File: config.mk
export PLATFORM = sky130hd
export DESIGN_NAME = utf8_stream_decoder_unit
export DESIGN_NICKNAME = d
export VERILOG_FILES = /design/src/hdl/u8sd_pkg.sv /design/src/hdl/utf8_stream_decoder_unit.sv /design/src/hdl/u8sd_step.sv /design/src/hdl/u8sd_out_reg.sv
export SDC_FILE = /design/constraint.sdc
export NUM_CORES = 1
export LEC_CHECK = 0
export BUFFER_PORTS_ARGS = -buffer_cell sky130_fd_sc_hd__buf_2
export CORE_UTILIZATION = 55
export DETAILED_ROUTE_END_ITERATION = 16
export PLACE_DENSITY = 0.81
export SYNTH_ARGS = -nofsm -noshare
export SYNTH_HDL_FRONTEND = slang
export SYNTH_HIERARCHICAL = 1
export SYNTH_SLANG_ARGS = --single-unit
File: constraint.sdc
create_clock -name i_clk -period 3.5 [get_ports i_clk]
set_input_delay 0.175 -clock i_clk [delete_from_list [all_inputs] [get_ports i_clk]]
set_output_delay 0.175 -clock i_clk [all_outputs]
set_load 0.1 [all_outputs]
File: src/hdl/u8sd_pkg.sv
// Shared types and constants for the UTF-8 stream decoder.
// No dependencies; imported by every module of the block.
package u8sd_pkg;

    localparam int unsigned ByteW = 8;
    localparam int unsigned CpW   = 21;
    localparam int unsigned PendW = 2;

    localparam logic [1:0] ContTag  = 2'b10;
    localparam logic [2:0] Lead2Tag = 3'b110;
    localparam logic [3:0] Lead3Tag = 4'b1110;
    localparam logic [4:0] Lead4Tag = 5'b11110;

    localparam logic [PendW-1:0] Pend0 = 2'd0;
    localparam logic [PendW-1:0] Pend1 = 2'd1;
    localparam logic [PendW-1:0] Pend2 = 2'd2;
    localparam logic [PendW-1:0] Pend3 = 2'd3;

    typedef struct packed {
        logic [CpW-1:0] code_point;
        logic           decode_error;
        logic           final_result;
    } t_result;

endpackage

File: src/hdl/utf8_stream_decoder_unit.sv
// UTF-8 stream decoder: one byte per transfer in, one code point or error out.
// A byte waits in the input register until the result register is free; it is then
// decoded and any result is loaded there. Throughput: one byte per cycle while the
// result register is free, set by the combinational decode step between the two.
// Reset: synchronous active-low i_rst_n clears the decode state and both valid flags.
// Depends on u8sd_pkg, u8sd_step and u8sd_out_reg.
module utf8_stream_decoder_unit
    import u8sd_pkg::*;
(
    input  logic        i_clk,
    input  logic        i_rst_n,
    input  logic        s_axis_tvalid,
    output logic        s_axis_tready,
    input  logic [7:0]  s_axis_tdata,   // [7:0] data_byte
    input  logic        s_axis_tlast,   // string_end
    output logic        m_axis_tvalid,
    input  logic        m_axis_tready,
    output logic [23:0] m_axis_tdata,   // [20:0] code_point, [23:21] zero
    output logic        m_axis_tuser,   // decode_error
    output logic        m_axis_tlast    // final_result
);

    logic             r_in_valid;
    logic [ByteW-1:0] r_in_byte;
    logic             r_in_end;
    logic             out_free;
    logic             advance;
    logic             res_valid;
    t_result          res;
    t_result          out_res;

    assign advance       = r_in_valid && out_free;
    assign s_axis_tready = !r_in_valid || out_free;

    always_ff @(posedge i_clk) begin
        if (!i_rst_n) begin
            r_in_valid <= 1'b0;
        end else if (s_axis_tready) begin
            r_in_valid <= s_axis_tvalid;
        end
    end

    always_ff @(posedge i_clk) begin
        if (s_axis_tready && s_axis_tvalid) begin
            r_in_byte <= s_axis_tdata;
            r_in_end  <= s_axis_tlast;
        end
    end

    u8sd_step u_step (
        .i_clk       (i_clk),
        .i_rst_n     (i_rst_n),
        .i_fire      (advance),
        .i_byte      (r_in_byte),
        .i_end       (r_in_end),
        .o_res_valid (res_valid),
        .o_res       (res)
    );

    u8sd_out_reg u_out (
        .i_clk   (i_clk),
        .i_rst_n (i_rst_n),
        .i_load  (advance && res_valid),
        .i_res   (res),
        .i_ready (m_axis_tready),
        .o_free  (out_free),
        .o_valid (m_axis_tvalid),
        .o_res   (out_res)
    );

    assign m_axis_tdata = {{(24-CpW){1'b0}}, out_res.code_point};
    assign m_axis_tuser = out_res.decode_error;
    assign m_axis_tlast = out_res.final_result;

endmodule

File: src/hdl/u8sd_step.sv
// Decoder state and per-byte next-state logic.
// Depends on u8sd_pkg.
module u8sd_step
    import u8sd_pkg::*;
(
    input  logic             i_clk,
    input  logic             i_rst_n,
    input  logic             i_fire,
    input  logic [ByteW-1:0] i_byte,
    input  logic             i_end,
    output logic             o_res_valid,
    output t_result          o_res
);

    logic [PendW-1:0] r_pend, n_pend;
    logic [CpW-1:0]   r_part, n_part;
    logic             r_disc, n_disc;
    logic             is_err;
    logic [CpW-1:0]   acc;
    logic [PendW-1:0] pend_dec;

    assign acc      = {r_part[CpW-7:0], i_byte[5:0]};
    assign pend_dec = r_pend - Pend1;

    always_comb begin
        n_pend      = r_pend;
        n_part      = r_part;
        n_disc      = r_disc;
        is_err      = 1'b0;
        o_res_valid = 1'b0;
        o_res       = '0;
        if (r_disc) begin
            if (i_end) begin
                n_disc = 1'b0;
                n_pend = Pend0;
                n_part = '0;
            end
        end else if (r_pend == Pend0) begin
            if (!i_byte[7]) begin
                o_res_valid       = 1'b1;
                o_res.code_point  = {{(CpW-ByteW){1'b0}}, i_byte};
                o_res.final_result = i_end;
            end else if (i_byte[7:6] == ContTag) begin
                is_err = 1'b1;
            end else if (i_byte[7:5] == Lead2Tag) begin
                n_part = {{(CpW-5){1'b0}}, i_byte[4:0]};
                n_pend = Pend1;
                is_err = i_end;
            end else if (i_byte[7:4] == Lead3Tag) begin
                n_part = {{(CpW-4){1'b0}}, i_byte[3:0]};
                n_pend = Pend2;
                is_err = i_end;
            end else if (i_byte[7:3] == Lead4Tag) begin
                n_part = {{(CpW-3){1'b0}}, i_byte[2:0]};
                n_pend = Pend3;
                is_err = i_end;
            end else begin
                is_err = 1'b1;
            end
        end else if (i_byte[7:6] != ContTag) begin
            is_err = 1'b1;
        end else if (pend_dec == Pend0) begin
            n_pend             = Pend0;
            n_part             = '0;
            o_res_valid        = 1'b1;
            o_res.code_point   = acc;
            o_res.final_result = i_end;
        end else begin
            n_pend = pend_dec;
            n_part = acc;
            is_err = i_end;
        end

        if (is_err) begin
            n_pend       = Pend0;
            n_part       = '0;
            n_disc       = !i_end;
            o_res_valid  = 1'b1;
            o_res        = '0;
            o_res.decode_error = 1'b1;
            o_res.final_result = 1'b1;
        end
    end

    always_ff @(posedge i_clk) begin
        if (!i_rst_n) begin
            r_pend <= Pend0;
            r_part <= '0;
            r_disc <= 1'b0;
        end else if (i_fire) begin
            r_pend <= n_pend;
            r_part <= n_part;
            r_disc <= n_disc;
        end
    end

endmodule

File: src/hdl/u8sd_out_reg.sv
// Result register on the master side of the decoder.
// Depends on u8sd_pkg.
module u8sd_out_reg
    import u8sd_pkg::*;
(
    input  logic    i_clk,
    input  logic    i_rst_n,
    input  logic    i_load,
    input  t_result i_res,
    input  logic    i_ready,
    output logic    o_free,
    output logic    o_valid,
    output t_result o_res
);

    logic    r_valid;
    t_result r_res;

    assign o_free  = !r_valid || i_ready;
    assign o_valid = r_valid;
    assign o_res   = r_res;

    always_ff @(posedge i_clk) begin
        if (!i_rst_n) begin
            r_valid <= 1'b0;
        end else if (i_load) begin
            r_valid <= 1'b1;
        end else if (i_ready) begin
            r_valid <= 1'b0;
        end
    end

    always_ff @(posedge i_clk) begin
        if (i_load) begin
            r_res <= i_res;
        end
    end

endmodule

# After elaboration in Yosys (flattened, before gate mapping)
# Cells that the tools add are included.
# W data, S select, Z words.
dict set report totals {
  word_cells 86
  in_bits 13
  out_inout_bits 28
  ff_bits 52
}
dict set report op_classes {
  n_mux 52
  n_reduce_logical 13
  n_addsub 1
  eq_ne 10
}
# op count
set ops {}
lappend ops {{$mux W15} 11}
lappend ops {{$mux W21} 3}
lappend ops {{$mux W1} 25}
lappend ops {{$mux W2} 12}
lappend ops {{$ne A4 B2 Y1 const B} 2}
lappend ops {{$mux W7} 1}
lappend ops {{$ne A6 B4 Y1 const B} 1}
lappend ops {{$reduce_and A6 Y1} 1}
lappend ops {{$eq A5 B5 Y1 const B} 1}
lappend ops {{$eq A4 B4 Y1 const B} 1}
lappend ops {{$logic_not A2 Y1} 2}
lappend ops {{$ne A4 B1 Y1 const B} 1}
lappend ops {{$eq A3 B3 Y1 const B} 1}
lappend ops {{$logic_and A1 B1 Y1} 3}
lappend ops {{$logic_not A1 Y1} 3}
lappend ops {{$ne A3 B3 Y1 const B} 1}
lappend ops {{$eq A2 B2 Y1 const B} 1}
lappend ops {{$logic_or A1 B1 Y1} 2}
lappend ops {{$ne A2 B2 Y1 const B} 1}
lappend ops {{$reduce_bool A2 Y1} 1}
lappend ops {{$reduce_or A2 Y1} 1}
lappend ops {{$sub A2 B1 Y2 const B} 1}

# Longest topological paths before layout
dict set report logic_depth {
  ltp_word 11
  ltp_mapped 10
  mapped_depth_nobuf 9
}

# Modules after synthesis
# The synthesis kept the hierarchy.
# module instances cells_each seq_area_each_um2 area_each_um2
set by_module_without_submodules {}
lappend by_module_without_submodules {u8sd_step 1 128 360.3 1062.3}
lappend by_module_without_submodules {u8sd_out_reg 1 27 710.7 739.5}
lappend by_module_without_submodules {utf8_stream_decoder_unit 1 20 290.3 369.1}

# Least setup slack after synthesis
# No wires, ideal clock.
dict set report synth_timing {
  kind {flip-flop to flip-flop}
  start {register u_step.r_pend[0]}
  end {register u_out.r_res (netlist bit u_out/o_res[0]), enable pin}
  t_required_ns 3.145
  synth_period_minus_slack_ns 2.241
  setup_time_ns 0.355
  path_buffers 1
  stages_incl_launch_ff 9
  slack_ns 1.259
  arrival_time_ns 1.886
  path_cell_list {dfxtp_1 > inv_1 > ha_1 > buf_2 > inv_1 > nand3_1 > a21oi_1 > or2_2 > and3_2}
}
dict set report synth_via {
  elab_chain_len 8
  word_cells_on_any_way 13
  classes_between {1 x add/sub; 9 x mux; 3 x reduce/logical}
}
# element line_no
set synth_rtl {}
lappend synth_rtl {{from (decl)} u8sd_step.sv:15} ;# logic [PendW-1:0] r_pend, n_pend;
lappend synth_rtl {{from (signal assigned)} u8sd_step.sv:87} ;# r_pend <= Pend0;
lappend synth_rtl {{from (signal assigned)} u8sd_step.sv:91} ;# r_pend <= n_pend;
lappend synth_rtl {{$sub A2 B1 Y2} u8sd_step.sv:23} ;# assign pend_dec = r_pend - Pend1;
lappend synth_rtl {{$logic_not A2 Y1} u8sd_step.sv:62} ;# end else if (pend_dec == Pend0) begin
lappend synth_rtl {{$mux W1} u8sd_step.sv:62}
lappend synth_rtl {{$mux W1} u8sd_step.sv:60} ;# end else if (i_byte[7:6] != ContTag) begin
lappend synth_rtl {{$mux W1} u8sd_step.sv:38} ;# end else if (r_pend == Pend0) begin
lappend synth_rtl {{$mux W1} u8sd_step.sv:32} ;# if (r_disc) begin
lappend synth_rtl {{$mux W1 (*)} u8sd_step.sv:74} ;# if (is_err) begin
lappend synth_rtl {{net res_valid} utf8_stream_decoder_unit.sv:28} ;# logic res_valid;
lappend synth_rtl {{$logic_and A1 B1 Y1 (*)} utf8_stream_decoder_unit.sv:63} ;# .i_load (advance && res_valid),
lappend synth_rtl {{to (signal assigned)} u8sd_out_reg.sv:35} ;# r_res <= i_res;
lappend synth_rtl {{to (decl)} u8sd_out_reg.sv:17} ;# t_result r_res;
# The timed path passes the listed nets; every way through them passes the cells marked *.
# A chain may end at the register's enable or synchronous reset.

# Worst setup path after layout
dict set report layout_timing {
  start {register u_step.r_pend[0]}
  end {register u_out.r_res (netlist bit u_out/o_res[12]), enable pin}
}
# The elaborated chain is that of the path after synthesis.

==> impl_metrics.tcl <==
set metrics [dict create \
    rr_worst_depth 8 \
    yosysWarnings 6 \
    dp_hpwl_um 2500 \
    ys_seq_elements 52 \
    wl_per_cell_um 13.9 \
    numCtsBuffers 5 \
    hp-class "primary input to register" \
    skew_ns 0.00796 \
    grt_pass1_vias 1354 \
    gr-total-overflow 0 \
    min_period_ns 2.66 \
    initial_utilization_pct 58.4 \
    cts_sinks 52 \
    status "complete, no violations" \
    dr_total_vias 1386 \
    synthArstFlopShare_pct 0 \
    setup_violations 0 \
    power.density_mw_per_mm2 534 \
    grt_start_max_net_pins 33 \
    drc_errors 0 \
    whs_ns 0.0330 \
    hp-start "s_axis_tdata[2]" \
    mostFrequentLayoutCells "buf_2 (37), edfxtp_1 (32), inv_1 (25)" \
    gp_congestion 0.849 \
    timing_worst_slew_pin_value_ns 1.10 \
    htree_num_levels 2 \
    yosysSeqAreaShare_pct 62.7 \
    cp_max_fo 24 \
    coreArea_mm2 0.00372 \
    die_y_um 64.8 \
    die_x_um 64.8 \
    clk_latency_ns 0.31 \
    via_per_inst 5.35 \
    finalMaxSlewViolations 0 \
    max_slew_margin_pct 26.9 \
    r2r_start "u_step/r_pend[0]$_SDFFE_PN0P_" \
    grt.total_usage_pct 19.9 \
    cp-end-kind "register" \
    nFillCells 300 \
    final_util_pct 66.2 \
    grt_pass1_wl_um 6130 \
    clkTransAtPathRegs_ns 0.09 \
    syn_to_final_growth_pct 13.4 \
    cts_buffer_depth 2 \
    first_iter_violations 89 \
    ir_drop_v 0.000294 \
    drv_cap 0 \
    pin_count 41 \
    drt_pass1_iterations 4 \
    grt_antenna_before_repair 0 \
    path_class "register to register" \
    cts-root-buf "clkbuf_8" \
    power.leakage_nw 0.923 \
    netlist_instances 175 \
    total_power_mw 1.31 \
    critPathLaunchType "register" \
    synth.cell_area_mm2 0.00217 \
    final_common_cell "buf_2" \
    finalNetCount 225 \
    yosysUniqueCellTypes 42 \
    tritoncts "done" \
    synth_edf_count 32 \
    layout-drive-gt1-share_pct 29.4 \
    wirelength_um 3600 \
    r2r-end "u_out/o_res[12]$_DFFE_PP_" \
    ys_dominant_reg_cell "edfxtp_1" \
    avgSynthCellArea_um2 12.4 \
    hold_viol_final 0 \
    antenna_left 0 \
    hold_buffers 0 \
    post-cts-setup-buffers 0 \
    grt_setup_unrepaired "no" \
    cp_data_required_time_ns 3.45 \
    fmax_mhz 376 \
    reg2reg_setup_slack_ns 0.84 \
    antenna_cells 0 \
    crit_arrival_ns 2.61 \
    period_share_pct 75.9 \
    hold_end "r_in_byte[2]$_DFFE_PP_" \
    die_area_mm2 0.00420 \
    io_buffer_count 37 \
    cts_resized 0 \
    tns_ns 0 \
    hold_depth 1 \
    rows 22 \
]
power breakdown:
group          leakage [nW]  internal, mW  switching [mW]  total, mW
logic                 0.401        0.0425           0.179      0.222
registers             0.468         0.676          0.0121      0.688
clock network        0.0541         0.211           0.192      0.404
total                 0.923         0.930           0.383       1.31
registers in the layout, summed over array words and instances (netlist names):
name	count
u_out/o_res	23
u_step/r_part	15
r_in_byte	8
u_step/r_pend	2
r_in_end	1
r_in_valid	1
u_out/o_valid	1
u_step/r_disc	1
cell usage after synthesis (2+ instances only):
cell       n  area (µm²)
dfxtp_1   20         400
nand2b_1   2        12.5
a21oi_1    5        25.0
edfxtp_1  32         961
o32ai_2    2        32.5
nand3_1    4        20.0
a21boi_2   2        22.5
o32ai_1   15         131
nand2_1    2        7.51
o21ai_0    4        20.0
ha_1       2        25.0
nand2b_4   2        27.5
buf_4      4        30.0
inv_1     25        93.8
and2_1     6        37.5
nor3_1    14        70.1
nor2_1     4        15.0
buf_6      2        22.5
buf_2      5        25.0
layout make-up:
| cell class | count | area [µm²] | share of cell area [%] |
|---|---|---|---|
| clock inverters | 3 | 42.5 | 1.73 |
| clock buffers | 5 | 68.8 | 2.80 |
| well taps | 48 | 60.1 | 2.44 |
| inverters | 26 | 97.6 | 3.97 |
| flip-flops and latches | 52 | 1360 | 55.3 |
| repair buffers | 38 | 193 | 7.83 |
| multi-input cells | 87 | 638 | 25.9 |
logic make-up after synthesis:
family	synth area share, %
AOI/OAI and AO/OA	14.9
other	0.173
buffers and inverters	8.24
adders and majority gates	1.15
and+or+nand+nor	12.9
DFF	62.7
critical path: stages, from the launching register on:
cell and delay, ns:
dfxtp_1 0.34, inv_1 0.07, ha_1 0.32, inv_1 0.15
nand3_1 0.08, buf_4 0.19, a21oi_1 0.43, or2_2 0.19
and3_2 0.53
layer usage:
layer | global-route usage [%] | vias to the layer above | share of wire (%)
li1 | - | 693 | -
met1 | 24.0 | 652 | 44
met2 | 32.0 | 34 | 50
met3 | 5.63 | 7 | 4.1
met4 | 10.6 | 0 | 1.9
met5 | 0 | - | 0
per-stage QoR:
step	cell area, µm²	worst slack [ns]	std cells
after floorplan	2180	1.26	177
after global placement	2350	0.989	251
after detailed placement	2350	0.889	251
after CTS	2460	0.846	259
after global routing	2460	0.689	259
final	2460	0.842	259
worst max-delay path by stage:
stage,slack [ns],endpoint,cells past startpoint,startpoint
5_1_grt,0.69,u_out/o_res[12]$_DFFE_PP_,8,u_step/r_pend[0]$_SDFFE_PN0P_
6_report,0.84,u_out/o_res[12]$_DFFE_PP_,8,u_step/r_pend[0]$_SDFFE_PN0P_
4_1_cts,0.85,u_out/o_res[7]$_DFFE_PP_,8,u_step/r_pend[0]$_SDFFE_PN0P_
3_5_place_dp,0.89,u_out/o_res[21]$_DFFE_PP_,8,u_step/r_pend[0]$_SDFFE_PN0P_
2_1_floorplan,1.26,u_out/o_res[0]$_DFFE_PP_,8,u_step/r_pend[0]$_SDFFE_PN0P_
3_3_place_gp,0.99,u_out/o_res[15]$_DFFE_PP_,8,u_step/r_pend[0]$_SDFFE_PN0P_
(Power assumes the default switching activity.)
